$ cat src/hdl/jtdd_pkg.sv
package jtdd_pkg;

	localparam int unsigned RootW       = 16;
	localparam int unsigned RemW        = 2 * RootW;
	localparam int unsigned TrialW      = RemW + 2;
	localparam int unsigned WheelOffset = 100;
	localparam int unsigned DutyDivisor = 78;
	localparam int unsigned DutyMax     = 255;
	localparam int unsigned DutyW       = 8;
	localparam int unsigned RecipShift  = 21;
	localparam int unsigned RecipMul    = (2 ** RecipShift + DutyDivisor - 1) / DutyDivisor;
	localparam int unsigned RecipW      = 15;
	localparam int unsigned ScaleW      = 2 * RecipW;
	localparam int unsigned SatRoot     = DutyDivisor * (DutyMax + 1);

	typedef struct packed {
		logic [RemW-1:0]  rem;
		logic [RootW-1:0] root;
	} lane_t;

	typedef struct packed {
		logic  fwd;
		lane_t r;
		lane_t l;
	} sq_t;

endpackage

$ cat src/hdl/jtdd_front.sv
module jtdd_front (
	input  logic              clk,
	input  logic              arst_n,
	input  logic              in_valid,
	output logic              in_stall,
	input  logic signed [7:0] joy_x,
	input  logic signed [7:0] joy_y,
	output logic              next_valid,
	output jtdd_pkg::sq_t     next_data,
	input  logic              next_ready
);
	import jtdd_pkg::*;

	logic signed [8:0]  dxr, dxl;
	logic signed [17:0] pr, pl;
	logic signed [15:0] px, py;
	logic               ready_s1, ready_s2;
	logic               valid_s1, valid_s2;
	logic               fwd_s1;
	logic [14:0]        sqx_s1, sqy_s1;
	logic [15:0]        sqr_s1, sql_s1;
	logic [15:0]        r2;
	logic [16:0]        d2r, d2l;
	logic [32:0]        mr, ml;
	sq_t                data_s2;

	// squared distances
	always_comb begin
		dxr = 9'(joy_x) - 9'(WheelOffset);
		dxl = 9'(joy_x) + 9'(WheelOffset);
		pr  = dxr * dxr;
		pl  = dxl * dxl;
		px  = joy_x * joy_x;
		py  = joy_y * joy_y;
	end

	assign ready_s2 = !valid_s2 || next_ready;
	assign ready_s1 = !valid_s1 || ready_s2;
	assign in_stall = !ready_s1;

	always_ff @(posedge clk or negedge arst_n) begin
		if (!arst_n) begin
			valid_s1 <= 1'b0;
			valid_s2 <= 1'b0;
		end else begin
			if (ready_s1) valid_s1 <= in_valid;
			if (ready_s2) valid_s2 <= valid_s1;
		end
	end

	always_ff @(posedge clk) begin
		if (ready_s1 && in_valid) begin
			fwd_s1 <= !joy_y[7] && (|joy_y);
			sqx_s1 <= px[14:0];
			sqy_s1 <= py[14:0];
			sqr_s1 <= pr[15:0];
			sql_s1 <= pl[15:0];
		end
	end

	// products of squared distances
	always_comb begin
		r2  = {1'b0, sqx_s1} + {1'b0, sqy_s1};
		d2r = {1'b0, sqr_s1} + {2'b0, sqy_s1};
		d2l = {1'b0, sql_s1} + {2'b0, sqy_s1};
		mr  = 33'(d2r) * 33'(r2);
		ml  = 33'(d2l) * 33'(r2);
	end

	always_ff @(posedge clk) begin
		if (ready_s2 && valid_s1) begin
			data_s2.fwd    <= fwd_s1;
			data_s2.r.rem  <= mr[RemW-1:0];
			data_s2.r.root <= '0;
			data_s2.l.rem  <= ml[RemW-1:0];
			data_s2.l.root <= '0;
		end
	end

	assign next_valid = valid_s2;
	assign next_data  = data_s2;

endmodule

$ cat src/hdl/jtdd_sqrt_cell.sv
module jtdd_sqrt_cell #(
	parameter int unsigned BIT = 0
) (
	input  logic          clk,
	input  logic          arst_n,
	input  logic          prev_valid,
	input  jtdd_pkg::sq_t prev_data,
	output logic          prev_ready,
	output logic          next_valid,
	output jtdd_pkg::sq_t next_data,
	input  logic          next_ready
);
	import jtdd_pkg::*;

	logic valid_q;
	sq_t  data_q;
	sq_t  step_d;

	// one root bit: take it if (root + 2^BIT)^2 still fits under the radicand
	function automatic lane_t root_step(lane_t a);
		logic [TrialW-1:0] trial;
		lane_t             o;
		trial = (TrialW'(a.root) << (BIT + 1)) + (TrialW'(1) << (2 * BIT));
		o     = a;
		if (TrialW'(a.rem) >= trial) begin
			o.rem  = a.rem - trial[RemW-1:0];
			o.root = a.root | (RootW'(1) << BIT);
		end
		return o;
	endfunction

	always_comb begin
		step_d.fwd = prev_data.fwd;
		step_d.r   = root_step(prev_data.r);
		step_d.l   = root_step(prev_data.l);
	end

	assign prev_ready = !valid_q || next_ready;

	always_ff @(posedge clk or negedge arst_n) begin
		if (!arst_n) begin
			valid_q <= 1'b0;
		end else if (prev_ready) begin
			valid_q <= prev_valid;
		end
	end

	always_ff @(posedge clk) begin
		if (prev_ready && prev_valid) data_q <= step_d;
	end

	assign next_valid = valid_q;
	assign next_data  = data_q;

endmodule

$ cat src/hdl/jtdd_back.sv
module jtdd_back (
	input  logic          clk,
	input  logic          arst_n,
	input  logic          prev_valid,
	input  jtdd_pkg::sq_t prev_data,
	output logic          prev_ready,
	output logic          out_valid,
	input  logic          out_stall,
	output logic [7:0]    duty_right,
	output logic [7:0]    duty_left,
	output logic          forward
);
	import jtdd_pkg::*;

	logic              ready_s1, ready_o;
	logic              valid_s1, valid_q;
	logic              fwd_s1, sat_r_s1, sat_l_s1;
	logic [ScaleW-1:0] scl_r_s1, scl_l_s1;
	logic              fwd_q;
	logic [DutyW-1:0]  duty_r_q, duty_l_q;

	assign ready_o    = !valid_q || !out_stall;
	assign ready_s1   = !valid_s1 || ready_o;
	assign prev_ready = ready_s1;

	always_ff @(posedge clk or negedge arst_n) begin
		if (!arst_n) begin
			valid_s1 <= 1'b0;
			valid_q  <= 1'b0;
		end else begin
			if (ready_s1) valid_s1 <= prev_valid;
			if (ready_o)  valid_q  <= valid_s1;
		end
	end

	// divide by reciprocal multiply, exact for roots below the saturation point
	always_ff @(posedge clk) begin
		if (ready_s1 && prev_valid) begin
			fwd_s1   <= prev_data.fwd;
			sat_r_s1 <= prev_data.r.root >= RootW'(SatRoot);
			sat_l_s1 <= prev_data.l.root >= RootW'(SatRoot);
			scl_r_s1 <= ScaleW'(prev_data.r.root[RecipW-1:0]) * ScaleW'(RecipMul);
			scl_l_s1 <= ScaleW'(prev_data.l.root[RecipW-1:0]) * ScaleW'(RecipMul);
		end
	end

	always_ff @(posedge clk) begin
		if (ready_o && valid_s1) begin
			fwd_q    <= fwd_s1;
			duty_r_q <= sat_r_s1 ? DutyW'(DutyMax) : scl_r_s1[RecipShift+DutyW-1:RecipShift];
			duty_l_q <= sat_l_s1 ? DutyW'(DutyMax) : scl_l_s1[RecipShift+DutyW-1:RecipShift];
		end
	end

	assign out_valid  = valid_q;
	assign duty_right = duty_r_q;
	assign duty_left  = duty_l_q;
	assign forward    = fwd_q;

endmodule

$ cat src/hdl/joystick_to_differential_drive_core.sv
// Joystick to differential drive: each (joy_x, joy_y) item yields one item with two 8-bit
// duty values, floor(isqrt(d2 * r2) / 78) saturated at 255, and a forward bit (joy_y > 0).
// An item is accepted every cycle when the output is not stalled. The path is registered
// in order: squares and products, sixteen root cells that each settle one bit of the
// 16-bit square root for both wheels, then the reciprocal-multiply divide, saturation and
// the output register. A stall on the output fills empty stages first.
module joystick_to_differential_drive_core (
	input  logic              clk,
	input  logic              arst_n,
	input  logic              in_valid,
	output logic              in_stall,
	input  logic signed [7:0] joy_x,
	input  logic signed [7:0] joy_y,
	output logic              out_valid,
	input  logic              out_stall,
	output logic [7:0]        duty_right,
	output logic [7:0]        duty_left,
	output logic              forward
);
	import jtdd_pkg::*;

	logic chain_v [RootW+1];
	logic chain_r [RootW+1];
	sq_t  chain_d [RootW+1];

	jtdd_front u_front (
		.clk        (clk),
		.arst_n     (arst_n),
		.in_valid   (in_valid),
		.in_stall   (in_stall),
		.joy_x      (joy_x),
		.joy_y      (joy_y),
		.next_valid (chain_v[0]),
		.next_data  (chain_d[0]),
		.next_ready (chain_r[0])
	);

	for (genvar i = 0; i < RootW; i++) begin : g_cell
		jtdd_sqrt_cell #(
			.BIT (RootW - 1 - i)
		) u_cell (
			.clk        (clk),
			.arst_n     (arst_n),
			.prev_valid (chain_v[i]),
			.prev_data  (chain_d[i]),
			.prev_ready (chain_r[i]),
			.next_valid (chain_v[i+1]),
			.next_data  (chain_d[i+1]),
			.next_ready (chain_r[i+1])
		);
	end

	jtdd_back u_back (
		.clk        (clk),
		.arst_n     (arst_n),
		.prev_valid (chain_v[RootW]),
		.prev_data  (chain_d[RootW]),
		.prev_ready (chain_r[RootW]),
		.out_valid  (out_valid),
		.out_stall  (out_stall),
		.duty_right (duty_right),
		.duty_left  (duty_left),
		.forward    (forward)
	);

`ifndef SYNTHESIS
	// finished root leaves a remainder no larger than twice the root
	a_rem_right: assert property (@(posedge clk) disable iff (!arst_n)
		chain_v[RootW] |-> chain_d[RootW].r.rem <= RemW'({chain_d[RootW].r.root, 1'b0}))
		else $error("right root remainder out of bound");
	a_rem_left: assert property (@(posedge clk) disable iff (!arst_n)
		chain_v[RootW] |-> chain_d[RootW].l.rem <= RemW'({chain_d[RootW].l.root, 1'b0}))
		else $error("left root remainder out of bound");
	a_empty_ready: assert property (@(posedge clk) disable iff (!arst_n)
		!out_valid |-> !in_stall)
		else $error("input stalled while output is empty");
	a_hold_moves: assert property (@(posedge clk) disable iff (!arst_n)
		(chain_v[RootW] && !chain_r[RootW]) |=> chain_v[RootW])
		else $error("item lost at end of root chain");
`endif

endmodule

$ cat config.mk
export PLATFORM = sky130hd
export DESIGN_NAME = joystick_to_differential_drive_core
export DESIGN_NICKNAME = d
export VERILOG_FILES = /design/src/hdl/jtdd_pkg.sv /design/src/hdl/jtdd_front.sv /design/src/hdl/jtdd_sqrt_cell.sv /design/src/hdl/jtdd_back.sv /design/src/hdl/joystick_to_differential_drive_core.sv
export SDC_FILE = /design/constraint.sdc
export NUM_CORES = 2
export LEC_CHECK = 0
export BUFFER_PORTS_ARGS = -buffer_cell sky130_fd_sc_hd__buf_2
export CELL_PAD_IN_SITES_DETAIL_PLACEMENT = 1
export CELL_PAD_IN_SITES_GLOBAL_PLACEMENT = 1
export CORE_MARGIN = 1.5
export CORE_UTILIZATION = 50
export CTS_CLUSTER_DIAMETER = 150
export DETAILED_ROUTE_END_ITERATION = 7
export PLACE_DENSITY_LB_ADDON = 0.15
export SLEW_MARGIN = 0
export SYNTH_ARGS = -nofsm -noshare
export SYNTH_HDL_FRONTEND = slang
export SYNTH_SLANG_ARGS = --single-unit
$ cat constraint.sdc
create_clock -name clk -period 20.7 [get_ports clk]
set_input_delay 2.07 -clock clk [delete_from_list [all_inputs] [get_ports clk]]
set_output_delay 2.07 -clock clk [all_outputs]
set_load 0.05 [all_outputs]
==> results.yml <==
sta:
  fin_ws_ps: 11420
  period_share_pct: 44.8
  fin_crit_ps: 9280
  slew_violations: 0
  fmax_mhz: 108
  relSlewSlack_pct: 17.1
  hold_viol: 0
  tightest_slew_ps: 1240
  rsz0062_at_grt: "false"
  setup-violations-final: 0
  tns_ps: 0
  fin_skew_ps: 75.0
die:
  dieWidth_um: 437
  fp.dieH_um: 437
  io_pins: 39
  die_area_um2: 191000
  start_util_pct: 50.3
  fp-row-count: 159
  coreArea_um2: 188000
grt:
  grt_max_degree: 76
  grt_pass1_vias: 68100
  grt_remaining_overflow: 0
  grt_usage_pct: 24.9
  antenna_found_initial: 3
  grt_pass1_wl_um: 375000
run_status:
  status: "completed"
logic_synthesis:
  synth_ff_type: "edfxtp_1"
  yosysWarnings: 0
  ys_seq_elements: 1361
  avgSynthCellArea_um2: 11.3
  synth-edff-count: 1341
  synth_area_um2: 94300
  ys_types: 81
  synthCells: 8342
  async_flop_share_pct: 1.47
  seq_area_frac_synth_pct: 43.2
  syn_nets: 9916
clock_tree:
  clkTransAtPathRegs_ps: 60
  cts_tree: "built"
  clk_latency_ps: 830
  holdBufCountCts: 0
  root_buffer: "clkbuf_16"
  cts_sinks: 1361
  cts_max_path_buffers: 3
  cts_setup_buffers: 0
  ctsHtreeMaxLevel: 4
  ctsResizeCount: 0
  cts_buffers: 153
drt:
  ant_nets: 0
  post-route-drc-count: 0
  dr.pass1.iters: 6
  drt_iter0_markers: 3142
  dr_total_vias: 61100
  drt_wl_total_um: 234000
  vias_per_cell: 5.51
  avgRoutedWirePerCell_um: 21.1
placement:
  dp_hpwl_um: 185000
  post-place-ws_ps: 11480
  routabilityCongestion: 0.871
  io_buffers: 38
critical_path:
  cp_max_fo: 6
  startpoint_type: "flop"
  crit_top_cell: "fa_1"
  end_kind: "flop"
  crit_arrival_ps: 9820
  path_delay_family: "adder cells"
  cp.buffers_inverters: 3
  required_ps: 21240
  critPathMaxStageDelay_ps: 710
  critical_path_class: "reg -> reg"
  crit_slowest_cell: "xor2_1"
job:
  maxCapViolations: 0
worst_hold_path:
  min-delay-path-class: "reg -> reg"
final_layout:
  areaGrowthSynthToFinish_pct: 9.35
  n_fill_cell: 19500
  drive_gt1_share_pct: 5.41
  fin_nets: 10000
[registers in the layout, summed over array words and instances, names as in the netlist, 12 cells and up]
register,cells
u_front.sqx_s1,12
g_cell.u_cell.next_data,1189
u_front.next_data,61
u_front.sql_s1,15
u_front.sqy_s1,14
u_front.sqr_s1,13
g_cell.u_cell.next_valid,16
[worst paths after layout]
| check | cells after the start | slack [ps] | to | startpoint |
|---|---|---|---|---|
| max | 26 | 11420 | u_front.next_data[47]$_DFFE_PP_ | u_front.sqy_s1[3]$_DFFE_PP_ |
| min | 0 | 410 | g_cell[7].u_cell.next_data[96]$_DFFE_PP_ | g_cell[6].u_cell.next_data[96]$_DFFE_PP_ |
| max reg2reg | 26 | 11420 | u_front.next_data[47]$_DFFE_PP_ | u_front.sqy_s1[3]$_DFFE_PP_ |
| min reg2reg | 0 | 410 | g_cell[7].u_cell.next_data[96]$_DFFE_PP_ | g_cell[6].u_cell.next_data[96]$_DFFE_PP_ |
| max in group asynchronous | 1 | 19000 | g_cell[10].u_cell.next_valid$_DFFE_PN0P_ | arst_n |
| min in group asynchronous | 1 | 1270 | g_cell[15].u_cell.next_valid$_DFFE_PN0P_ | arst_n |
[layout make-up]
type                    count  area, um^2  share of cell area (%)
multi-input cells        5487       48200                    46.7
flip-flops and latches   1361       40800                    39.5
inverters                1336        5010                    4.86
clock buffers             182        3970                    3.85
well taps                2495        3120                    3.03
clock inverters           103        1270                    1.23
repair buffers            121         813                   0.788
diodes                      1        2.50                 0.00243
[cells in the mapped netlist, drive strengths merged, types with 98 or more instances]
master | number | area (um^2)
a21o | 120 | 901
a21oi | 325 | 1630
and2 | 166 | 1040
clkbuf | 150 | 563
edfxtp | 1341 | 40300
fa | 687 | 13800
ha | 867 | 10800
inv | 1332 | 5000
nand2 | 720 | 2700
nor2 | 435 | 1630
nor3 | 139 | 696
nor4 | 140 | 910
o21a | 98 | 736
o21ai | 329 | 1650
xnor2 | 367 | 3210
xor2 | 222 | 1940
[cell families after synthesis]
logic type	count (synthesis)	synth area share (%)
mux	38	0.436
buf+inv	1494	5.95
fa+ha+maj	1554	26.1
flops	1361	43.2
compound gates	1123	7.33
simple gates	2183	11.5
xor+xnor	589	5.47
[routing by layer]
metal  vias up  wire, um  global-route usage, %  part of all wire (%)
met3       375      6800                   2.95                   2.9
met1     31200     98200                   30.6                    42
met5         -         0                      0                     0
li1      28600         -                      -                     -
met4         0      7240                   7.92                   3.1
met2       891    122000                   45.2                    52
[cells in the final DEF, fill, tap and decap left out, types with 137 or more instances in the layout]
| cell | count |
|---|---|
| edfxtp_1 | 1341 |
| inv_1 | 1331 |
| ha_1 | 867 |
| nand2_1 | 720 |
| fa_1 | 687 |
| nor2_1 | 435 |
| xnor2_1 | 356 |
| a21oi_1 | 325 |
| o21ai_0 | 321 |
| xor2_1 | 221 |
| and2_1 | 156 |
| clkbuf_16 | 153 |
| nor3_1 | 137 |
[metrics by stage]
step / std cells / util, % / instance area [um^2] / hold slack [ps]
after detailed placement: 10800 / 52.2 / 97900 / 406
after global routing: 11100 / 55.0 / 103000 / 414
final: 11100 / 55.0 / 103000 / 407
after floorplan: 8342 / - / 94300 / 400
after global placement: 10800 / 52.2 / 97900 / 403
after CTS: 11100 / 55.0 / 103000 / 412
Power is left out: the tool's default activity adds up to more than one toggle a clock period on the data nets, which glitch-free logic cannot reach.
